## src/rtl/qmi_pkg.sv

```systemverilog
// Shared types, constants and tables for the quadrature motor interface.
// No dependencies; the top level, the decoder and the testbench import this package.
package qmi_pkg;

    localparam int PWM_BITS_DEF   = 8;
    localparam int COUNT_BITS_DEF = 32;

    localparam int CFG_IDX_W  = 2;
    localparam int CFG_DATA_W = 32;

    localparam logic [CFG_IDX_W-1:0] CFG_REPORT_INTERVAL = 2'd0;
    localparam logic [CFG_IDX_W-1:0] CFG_RPM_SCALE       = 2'd1;

    localparam logic [31:0] REPORT_INTERVAL_RST = 32'd200000;
    localparam logic [15:0] RPM_SCALE_RST       = 16'd12;

    localparam logic [7:0] DUTY_FULL = 8'd255;

    // ASCII command bytes
    localparam logic [7:0] CMD_DIGIT_0 = 8'h30;
    localparam logic [7:0] CMD_DIGIT_9 = 8'h39;
    localparam logic [7:0] CMD_FULL    = 8'h66;
    localparam logic [7:0] CMD_STOP    = 8'h73;
    localparam logic [7:0] CMD_DIR     = 8'h64;

    // {last A, last B, A, B} transition codes
    localparam logic [3:0] TR_UP_0 = 4'b0001;
    localparam logic [3:0] TR_UP_1 = 4'b0111;
    localparam logic [3:0] TR_UP_2 = 4'b1110;
    localparam logic [3:0] TR_UP_3 = 4'b1000;
    localparam logic [3:0] TR_DN_0 = 4'b0010;
    localparam logic [3:0] TR_DN_1 = 4'b1011;
    localparam logic [3:0] TR_DN_2 = 4'b1101;
    localparam logic [3:0] TR_DN_3 = 4'b0100;

    typedef struct packed {
        logic up;
        logic dn;
    } t_qstep;

    // duty = d * 255 / 10, rounded down
    function automatic logic [7:0] digit_duty(input logic [3:0] d);
        logic [7:0] duty;
        unique case (d)
            4'd0:    duty = 8'd0;
            4'd1:    duty = 8'd25;
            4'd2:    duty = 8'd51;
            4'd3:    duty = 8'd76;
            4'd4:    duty = 8'd102;
            4'd5:    duty = 8'd127;
            4'd6:    duty = 8'd153;
            4'd7:    duty = 8'd178;
            4'd8:    duty = 8'd204;
            4'd9:    duty = 8'd229;
            default: duty = 8'd0;
        endcase
        return duty;
    endfunction

endpackage

```

## src/rtl/qmi_in_if.sv

```systemverilog
// Input channel: one sampled encoder word with an optional command byte.
// Standalone; no package needed.
interface qmi_in_if;
    logic       valid;
    logic       ready;
    logic       enc_a;
    logic       enc_b;
    logic       cmd_valid;
    logic [7:0] cmd_byte;

    modport source (output valid, output enc_a, output enc_b, output cmd_valid,
                    output cmd_byte, input ready);
    modport sink   (input valid, input enc_a, input enc_b, input cmd_valid,
                    input cmd_byte, output ready);
endinterface

```

## src/rtl/qmi_out_if.sv

```systemverilog
// Output channel: drive line levels and the periodic speed report.
// Standalone; no package needed.
interface qmi_out_if;
    logic               valid;
    logic               ready;
    logic               drive_fwd_line;
    logic               drive_rev_line;
    logic               report_valid;
    logic [31:0]        report_time;
    logic [7:0]         report_duty;
    logic signed [31:0] report_position;
    logic signed [31:0] report_rpm_centi;

    modport source (output valid, output drive_fwd_line, output drive_rev_line,
                    output report_valid, output report_time, output report_duty,
                    output report_position, output report_rpm_centi, input ready);
    modport sink   (input valid, input drive_fwd_line, input drive_rev_line,
                    input report_valid, input report_time, input report_duty,
                    input report_position, input report_rpm_centi, output ready);
endinterface

```

## src/rtl/quadrature_motor_interface.sv

```systemverilog
// Top level: quadrature decoder, command-driven PWM bridge driver, speed reporter.
// Depends on qmi_pkg, qmi_in_if, qmi_out_if and qmi_quad_dec.
//
//   channel   dir  handshake          word
//   i_in      in   valid/ready        enc_a, enc_b, cmd_valid, cmd_byte
//   o_out     out  valid/ready        drive lines and report fields
//   i_cfg_*   in   write enable only  index, 32-bit data
//
// One word per cycle while o_out is not stalled: input register, one stage of
// logic (decode, delta times rpm_scale, saturate), result register. While
// the result waits, one more word is held in the input register; ready drops
// only when both are full. Reset is synchronous and loads the register
// defaults.
module quadrature_motor_interface #(
    parameter int PWM_BITS   = qmi_pkg::PWM_BITS_DEF,
    parameter int COUNT_BITS = qmi_pkg::COUNT_BITS_DEF
) (
    input  logic                           i_clk,
    input  logic                           i_rst_n,
    qmi_in_if.sink                         i_in,
    qmi_out_if.source                      o_out,
    input  logic                           i_cfg_we,
    input  logic [qmi_pkg::CFG_IDX_W-1:0]  i_cfg_idx,
    input  logic [qmi_pkg::CFG_DATA_W-1:0] i_cfg_data
);
    import qmi_pkg::*;

    localparam int PROD_W = COUNT_BITS + 17;

    // configuration
    logic [31:0] r_interval;
    logic [15:0] r_scale;

    // input register
    logic       r_in_vld;
    logic       r_in_a;
    logic       r_in_b;
    logic       r_in_cmd_vld;
    logic [7:0] r_in_cmd;

    // block state
    logic [1:0]            r_last_ab;
    logic                  r_primed;
    logic [COUNT_BITS-1:0] r_pos;
    logic [COUNT_BITS-1:0] r_win;
    logic [31:0]           r_time;
    logic [31:0]           r_elapsed;
    logic [7:0]            r_duty;
    logic                  r_rev;
    logic [PWM_BITS-1:0]   r_phase;

    // result register
    logic               r_out_vld;
    logic               r_fwd;
    logic               r_revl;
    logic               r_rpt;
    logic [31:0]        r_rpt_time;
    logic [7:0]         r_rpt_duty;
    logic [31:0]        r_rpt_pos;
    logic [31:0]        r_rpt_rpm;

    logic                  adv;
    t_qstep                step;
    logic [COUNT_BITS-1:0] n_pos;
    logic [COUNT_BITS-1:0] n_win;
    logic [7:0]            n_duty;
    logic                  n_rev;
    logic [PWM_BITS+7:0]   duty_wide;
    logic [PWM_BITS-1:0]   thr;
    logic                  lvl;
    logic                  rpt;
    logic signed [PROD_W-1:0] prod_a;
    logic signed [PROD_W-1:0] prod_b;
    logic signed [PROD_W-1:0] prod;
    logic                  fits;
    logic [31:0]           rpm_sat;
    logic [COUNT_BITS+31:0] pos_ext;

    assign adv        = r_in_vld && (!r_out_vld || o_out.ready);
    assign i_in.ready = !r_in_vld || adv;

    qmi_quad_dec u_dec (
        .i_primed  (r_primed),
        .i_last_ab (r_last_ab),
        .i_ab      ({r_in_a, r_in_b}),
        .o_step    (step)
    );

    always_comb begin
        n_pos = r_pos;
        n_win = r_win;
        if (step.up) begin
            n_pos = r_pos + COUNT_BITS'(1);
            n_win = r_win + COUNT_BITS'(1);
        end else if (step.dn) begin
            n_pos = r_pos - COUNT_BITS'(1);
            n_win = r_win - COUNT_BITS'(1);
        end
    end

    always_comb begin
        n_duty = r_duty;
        n_rev  = r_rev;
        if (r_in_cmd_vld) begin
            priority if (r_in_cmd >= CMD_DIGIT_0 && r_in_cmd <= CMD_DIGIT_9) begin
                n_duty = digit_duty(4'(r_in_cmd - CMD_DIGIT_0));
            end else if (r_in_cmd == CMD_FULL) begin
                n_duty = DUTY_FULL;
            end else if (r_in_cmd == CMD_STOP) begin
                n_duty = '0;
            end else if (r_in_cmd == CMD_DIR) begin
                n_duty = '0;
                n_rev  = !r_rev;
            end else begin
                // other bytes: hold
                n_duty = r_duty;
            end
        end
    end

    // scale the 8-bit duty to the PWM counter width
    assign duty_wide = {n_duty, {PWM_BITS{1'b0}}};
    assign thr       = duty_wide[PWM_BITS+7:8];

    always_comb begin
        if (n_duty == '0) begin
            lvl = 1'b0;
        end else if (n_duty == DUTY_FULL) begin
            lvl = 1'b1;
        end else begin
            lvl = r_phase < thr;
        end
    end

    assign rpt = r_elapsed >= r_interval;

    assign prod_a  = {{17{n_win[COUNT_BITS-1]}}, n_win};
    assign prod_b  = {{(COUNT_BITS+1){1'b0}}, r_scale};
    assign prod    = prod_a * prod_b;
    assign fits    = (&prod[PROD_W-1:31]) || !(|prod[PROD_W-1:31]);
    assign rpm_sat = fits ? prod[31:0]
                   : (prod[PROD_W-1] ? 32'h8000_0000 : 32'h7FFF_FFFF);
    assign pos_ext = {{32{n_pos[COUNT_BITS-1]}}, n_pos};

    always_ff @(posedge i_clk) begin
        if (!i_rst_n) begin
            r_interval <= REPORT_INTERVAL_RST;
            r_scale    <= RPM_SCALE_RST;
        end else if (i_cfg_we) begin
            if (i_cfg_idx == CFG_REPORT_INTERVAL) begin
                r_interval <= i_cfg_data[31:0];
            end else if (i_cfg_idx == CFG_RPM_SCALE) begin
                r_scale <= i_cfg_data[15:0];
            end
        end
    end

    always_ff @(posedge i_clk) begin
        if (!i_rst_n) begin
            r_in_vld <= 1'b0;
        end else if (i_in.ready) begin
            r_in_vld <= i_in.valid;
        end
    end

    always_ff @(posedge i_clk) begin
        if (i_in.valid && i_in.ready) begin
            r_in_a       <= i_in.enc_a;
            r_in_b       <= i_in.enc_b;
            r_in_cmd_vld <= i_in.cmd_valid;
            r_in_cmd     <= i_in.cmd_byte;
        end
    end

    always_ff @(posedge i_clk) begin
        if (!i_rst_n) begin
            r_last_ab <= '0;
            r_primed  <= 1'b0;
            r_pos     <= '0;
            r_win     <= '0;
            r_time    <= '0;
            r_elapsed <= '0;
            r_duty    <= '0;
            r_rev     <= 1'b0;
            r_phase   <= '0;
        end else if (adv) begin
            r_last_ab <= {r_in_a, r_in_b};
            r_primed  <= 1'b1;
            r_pos     <= n_pos;
            // restart the window on a report
            r_win     <= rpt ? '0 : n_win;
            r_elapsed <= rpt ? 32'd1 : r_elapsed + 32'd1;
            r_time    <= r_time + 32'd1;
            r_duty    <= n_duty;
            r_rev     <= n_rev;
            r_phase   <= r_phase + PWM_BITS'(1);
        end
    end

    always_ff @(posedge i_clk) begin
        if (!i_rst_n) begin
            r_out_vld <= 1'b0;
        end else if (adv) begin
            r_out_vld <= 1'b1;
        end else if (o_out.ready) begin
            r_out_vld <= 1'b0;
        end
    end

    always_ff @(posedge i_clk) begin
        if (adv) begin
            r_fwd      <= n_rev ? 1'b0 : lvl;
            r_revl     <= n_rev ? lvl : 1'b0;
            r_rpt      <= rpt;
            r_rpt_time <= rpt ? r_time : '0;
            r_rpt_duty <= rpt ? n_duty : '0;
            r_rpt_pos  <= rpt ? pos_ext[31:0] : '0;
            r_rpt_rpm  <= rpt ? rpm_sat : '0;
        end
    end

    assign o_out.valid            = r_out_vld;
    assign o_out.drive_fwd_line   = r_fwd;
    assign o_out.drive_rev_line   = r_revl;
    assign o_out.report_valid     = r_rpt;
    assign o_out.report_time      = r_rpt_time;
    assign o_out.report_duty      = r_rpt_duty;
    assign o_out.report_position  = signed'(r_rpt_pos);
    assign o_out.report_rpm_centi = signed'(r_rpt_rpm);

endmodule

```

## src/rtl/qmi_quad_dec.sv

```systemverilog
// x4 quadrature transition decoder: classifies one A/B sample against the last.
// Depends on qmi_pkg (t_qstep, transition codes).
module qmi_quad_dec (
    input  logic             i_primed,
    input  logic [1:0]       i_last_ab,
    input  logic [1:0]       i_ab,
    output qmi_pkg::t_qstep  o_step
);
    import qmi_pkg::*;

    logic [3:0] tr;

    assign tr = {i_last_ab, i_ab};

    always_comb begin
        o_step = '0;
        if (i_primed) begin
            // single-line changes only; double and no changes hold
            unique case (tr)
                TR_UP_0, TR_UP_1, TR_UP_2, TR_UP_3: o_step.up = 1'b1;
                TR_DN_0, TR_DN_1, TR_DN_2, TR_DN_3: o_step.dn = 1'b1;
                default: o_step = '0;
            endcase
        end
    end

endmodule

```

## src/flat_wrapper.sv

```systemverilog
// flat-port wrapper written by rule: the top's interface ports become plain ports
module quadrature_motor_interface_flat import qmi_pkg::*;
#(
    parameter int PWM_BITS   = qmi_pkg::PWM_BITS_DEF,
    parameter int COUNT_BITS = qmi_pkg::COUNT_BITS_DEF
)
  (i_clk, i_rst_n, i_cfg_we, i_cfg_idx, i_cfg_data, i_in_valid, i_in_enc_a, i_in_enc_b, i_in_cmd_valid, i_in_cmd_byte, i_in_ready, o_out_valid, o_out_drive_fwd_line, o_out_drive_rev_line, o_out_report_valid, o_out_report_time, o_out_report_duty, o_out_report_position, o_out_report_rpm_centi, o_out_ready);
  qmi_in_if i_in_i ();
  qmi_out_if o_out_i ();
  input  logic i_clk;
  input  logic i_rst_n;
  input  logic i_cfg_we;
  input  logic [qmi_pkg::CFG_IDX_W-1:0] i_cfg_idx;
  input  logic [qmi_pkg::CFG_DATA_W-1:0] i_cfg_data;
  input wire logic [$bits(i_in_i.valid)-1:0] i_in_valid;
  input wire logic [$bits(i_in_i.enc_a)-1:0] i_in_enc_a;
  input wire logic [$bits(i_in_i.enc_b)-1:0] i_in_enc_b;
  input wire logic [$bits(i_in_i.cmd_valid)-1:0] i_in_cmd_valid;
  input wire logic [$bits(i_in_i.cmd_byte)-1:0] i_in_cmd_byte;
  output wire logic [$bits(i_in_i.ready)-1:0] i_in_ready;
  output wire logic [$bits(o_out_i.valid)-1:0] o_out_valid;
  output wire logic [$bits(o_out_i.drive_fwd_line)-1:0] o_out_drive_fwd_line;
  output wire logic [$bits(o_out_i.drive_rev_line)-1:0] o_out_drive_rev_line;
  output wire logic [$bits(o_out_i.report_valid)-1:0] o_out_report_valid;
  output wire logic [$bits(o_out_i.report_time)-1:0] o_out_report_time;
  output wire logic [$bits(o_out_i.report_duty)-1:0] o_out_report_duty;
  output wire logic [$bits(o_out_i.report_position)-1:0] o_out_report_position;
  output wire logic [$bits(o_out_i.report_rpm_centi)-1:0] o_out_report_rpm_centi;
  input wire logic [$bits(o_out_i.ready)-1:0] o_out_ready;
  assign i_in_i.valid = i_in_valid;
  assign i_in_i.enc_a = i_in_enc_a;
  assign i_in_i.enc_b = i_in_enc_b;
  assign i_in_i.cmd_valid = i_in_cmd_valid;
  assign i_in_i.cmd_byte = i_in_cmd_byte;
  assign i_in_ready = i_in_i.ready;
  assign o_out_valid = o_out_i.valid;
  assign o_out_drive_fwd_line = o_out_i.drive_fwd_line;
  assign o_out_drive_rev_line = o_out_i.drive_rev_line;
  assign o_out_report_valid = o_out_i.report_valid;
  assign o_out_report_time = o_out_i.report_time;
  assign o_out_report_duty = o_out_i.report_duty;
  assign o_out_report_position = o_out_i.report_position;
  assign o_out_report_rpm_centi = o_out_i.report_rpm_centi;
  assign o_out_i.ready = o_out_ready;
  quadrature_motor_interface #(.PWM_BITS(PWM_BITS), .COUNT_BITS(COUNT_BITS)) u_core (.i_clk(i_clk), .i_rst_n(i_rst_n), .i_in(i_in_i), .o_out(o_out_i), .i_cfg_we(i_cfg_we), .i_cfg_idx(i_cfg_idx), .i_cfg_data(i_cfg_data));
endmodule
```

## config.mk

```make
export PLATFORM = sky130hd
export DESIGN_NAME = quadrature_motor_interface_flat
export DESIGN_NICKNAME = d
export VERILOG_FILES = /design/src/rtl/qmi_pkg.sv /design/src/rtl/qmi_in_if.sv /design/src/rtl/qmi_out_if.sv /design/src/rtl/quadrature_motor_interface.sv /design/src/rtl/qmi_quad_dec.sv /design/src/flat_wrapper.sv
export SDC_FILE = /design/constraint.sdc
export NUM_CORES = 2
export LEC_CHECK = 0
export BUFFER_PORTS_ARGS = -buffer_cell sky130_fd_sc_hd__buf_2
export CAP_MARGIN = 20
export CORE_MARGIN = 2
export CORE_UTILIZATION = 55
export CTS_CLUSTER_DIAMETER = 60
export DETAILED_ROUTE_END_ITERATION = 7
export PLACE_DENSITY = 0.76
export SYNTH_ARGS = -nofsm -noshare
export SYNTH_HDL_FRONTEND = slang
export SYNTH_SLANG_ARGS = --single-unit
```

## constraint.sdc

```tcl
create_clock -name i_clk -period 16.6 [get_ports i_clk]
set_input_delay 0.83 -clock i_clk [delete_from_list [all_inputs] [get_ports i_clk]]
set_output_delay 0.83 -clock i_clk [all_outputs]
set_load 0.01 [all_outputs]
```

==> impl_metrics.json <==
{
  "status": "finished clean",
  "dp_cells": 4728,
  "hold_viol": 0,
  "setup_viol": 0,
  "syn_to_final_growth_pct": 8.25,
  "relSlewSlack_pct": 21.5,
  "finalMaxSlewViolations": 0,
  "crit_path_max_incr_delay_ns": 0.82,
  "cts_buffers": 38,
  "total_power_mw": 2.25,
  "vias": 26500,
  "drv_cap": 0,
  "grt_start_max_net_pins": 109,
  "clockRootBuffer": "clkbuf_16",
  "clk-insertion-delay-late_ns": 0.57,
  "fmax_mhz": 90.0,
  "crit_end": "u_core.o_out.report_rpm_centi[8]$_SDFFCE_PN0P_",
  "rows": 91,
  "die_y_um": 255,
  "fin_skew_ns": 0.0286,
  "antenna_found_initial": 0,
  "crit_slowest_cell": "o211ai_2",
  "synth-edff-count": 118,
  "stdcell_count": 4801,
  "syn_inst": 3898,
  "path_common_cell": "fa_1",
  "routed_via_density": 5.53,
  "fin_crit_sh_pct": 66.9,
  "grt_pass1_vias": 27400,
  "cts_setup_buffers": 0,
  "cts_tree": "done",
  "reg2reg_to": "u_core.o_out.report_rpm_centi[8]$_SDFFCE_PN0P_",
  "io_pins": 159,
  "drive_above_1_share_pct": 7.97,
  "synth_area_leaders": "fa_1 28%, dfxtp_1 12%, edfxtp_1 10%",
  "most-common-layout-cells": "622 x inv_1, 531 x nand2_1, 483 x fa_1",
  "arrival_ns": 11.37,
  "cts.clk_slew.worst_paths_ns": 0.06,
  "route.detailed.drc": 0,
  "grt_use_total_pct": 26.7,
  "tns_ns": 0,
  "firstDrtPassIters": 5,
  "critPathBufInv": 2,
  "syn_area_um2": 34600,
  "globalplace.congestion": 0.913,
  "irDropWorstVdd_mv": 0.0784,
  "avgSynthCellArea_um2": 8.88,
  "cts_resized": 0,
  "cp_max_fo": 31,
  "met1_usage_pct": 34.5,
  "worstHoldPathType": "in2reg",
  "portBuffers": 158,
  "powerDensity_nw_per_um2": 60.2,
  "p_leak_nw": 17.0,
  "met2_usage_pct": 45.3,
  "dieArea_um2": 65000,
  "core_region_area_um2": 61900,
  "critPathCaptureType": "flop",
  "die_w_um": 255,
  "numClockSinks": 323,
  "reg2reg_from": "u_core.r_win[4]$_SDFFE_PN0P_",
  "rsz0062_at_grt": "no",
  "cp.depth": 29,
  "r2r_slack_ns": 5.49,
  "ys_seq_area_share_pct": 22.1,
  "critPathRequiredTime_ns": 16.86,
  "synth_ff_type": "dfxtp_1",
  "startpoint_type": "flop",
  "synth-async-reset-ratio_pct": 0,
  "diodes": 0,
  "period_needed_ns": 11.11,
  "use_met3_pct": 4.95,
  "path_class": "reg2reg",
  "netlist.area_leader.share_pct": 27.9,
  "grt.overflow.total": 0,
  "tightest_slew_ns": 1.17,
  "yosys_warnings": 0,
  "holdWs_ns": 0.432,
  "clockBufferDepth": 3,
  "wl_per_cell_um": 17.5,
  "hpwlAfterDp_mm": 62.6,
  "startpoint": "u_core.r_win[4]$_SDFFE_PN0P_",
  "drt_iter0_markers": 1591,
  "top_usage_layer": "met2",
  "htreeDepth": 2,
  "final_common_cell": "inv_1",
  "initial_utilization_pct": 55.9,
  "grt_pass1_wl_mm": 139,
  "r2r_cells": 29,
  "critPathTopFamily": "simple AND/OR/NAND/NOR gates",
  "hold_buffers": 0,
  "synth_cell_types": 91,
  "antenna_left": 0,
  "syn_nets": 4600,
  "wl_mm": 84.2,
  "synth_seq_cells": 323,
  "yosysTopAreaCell": "fa_1",
  "finalNetCount": 4636
}
-- cell type report --
type	count	area [µm²]
clock inverters	17	196
clock buffers	53	1090
multi-input cells	2755	24000
flip-flops and latches	323	7650
repair buffers	193	1110
inverters	623	2340
fillers	5368	24500
well taps	837	1050
-- report_power, final --
group | internal [mW] | switching [mW] | leakage, nW | total, mW
logic | 0.189 | 0.335 | 13.6 | 0.524
clock network | 0.513 | 0.353 | 0.633 | 0.866
registers | 0.844 | 0.0203 | 2.74 | 0.865
total | 1.55 | 0.708 | 17.0 | 2.25
-- synth_stat cells, types with 5 or more instances --
library cell,count
inv_1,623
nand2_1,531
fa_1,483
and2_1,321
dfxtp_1,205
nor2_1,177
ha_1,169
clkbuf_1,158
edfxtp_1,118
xnor2_1,116
o21ai_0,104
a21oi_1,93
a21boi_0,80
nand3_1,71
xor2_1,71
nor2b_1,59
nor3_1,50
o21ai_1,41
nand4_1,40
or3_1,38
and3_1,25
a21o_1,21
buf_2,20
nor4_1,20
o211ai_1,18
a22oi_1,17
a31oi_1,17
and4_1,15
buf_1,13
a211oi_1,11
nand2b_1,10
o21a_1,10
o21bai_1,9
or4_1,9
o211a_1,8
mux2i_1,7
o22ai_1,7
o32ai_1,6
or2_2,6
a21boi_1,5
o2111ai_1,5
-- cell families after synthesis --
| logic type | count (synthesis) | share of synthesized area, % |
|---|---|---|
| AOI/OAI and AO/OA | 494 | 9.24 |
| xor gates and xnor gates | 192 | 4.97 |
| adders and majority gates | 656 | 34.2 |
| buffers and inverters | 820 | 9.05 |
| DFF | 323 | 22.1 |
| muxes | 10 | 0.300 |
| and+or+nand+nor | 1403 | 20.2 |
-- routing by layer --
layer | up-vias | wire length [µm]
li1 | 12400 | -
met4 | 0 | 2550
met5 | - | 0
met3 | 186 | 6260
met2 | 922 | 40200
met1 | 13000 | 35100
-- stage by stage --
| stage | cell area [µm²] | setup slack (ns) | utilization (%) |
|---|---|---|---|
| CTS | 37400 | 5.48 | 60.4 |
| global placement | 36100 | 5.67 | 58.3 |
| floorplan | 34600 | 7.63 | - |
| detailed placement | 36100 | 5.52 | 58.3 |
| global route | 37500 | 4.66 | 60.5 |
| finish | 37500 | 5.49 | 60.5 |
-- state kept, by name (all words and copies together), names as in the netlist, 2 cells and up, named ones only --
signal	count
u_core.r_interval	32
u_core.o_out.report_duty	8
u_core.r_last_ab	2
u_core.o_out.report_position	32
u_core.r_scale	16
u_core.r_in_cmd	8
u_core.r_elapsed	32
u_core.r_phase	8
u_core.r_time	32
u_core.r_pos	32
u_core.o_out.report_time	32
u_core.r_duty	8
u_core.o_out.report_rpm_centi	32
u_core.r_win	32
-- worst min path at each step --
| stage | slack, ns | startpoint | endpoint | depth (start not counted) |
|---|---|---|---|---|
| finish | 0.43 | i_in_cmd_byte[5] | u_core.r_in_cmd[5]$_DFFE_PP_ | 1 |
| floorplan | 0.44 | u_core.r_interval[12]$_SDFFE_PN0P_ | u_core.r_interval[12]$_SDFFE_PN0P_ | 2 |
| detailed placement | 0.46 | u_core.r_interval[25]$_SDFFE_PN0P_ | u_core.r_interval[25]$_SDFFE_PN0P_ | 2 |
| global placement | 0.45 | u_core.r_interval[28]$_SDFFE_PN0P_ | u_core.r_interval[28]$_SDFFE_PN0P_ | 2 |
| CTS | 0.41 | i_in_cmd_byte[6] | u_core.r_in_cmd[6]$_DFFE_PP_ | 1 |
| global route | 0.41 | i_in_cmd_byte[7] | u_core.r_in_cmd[7]$_DFFE_PP_ | 1 |
Note: power is estimated with default switching activity, not from simulation.
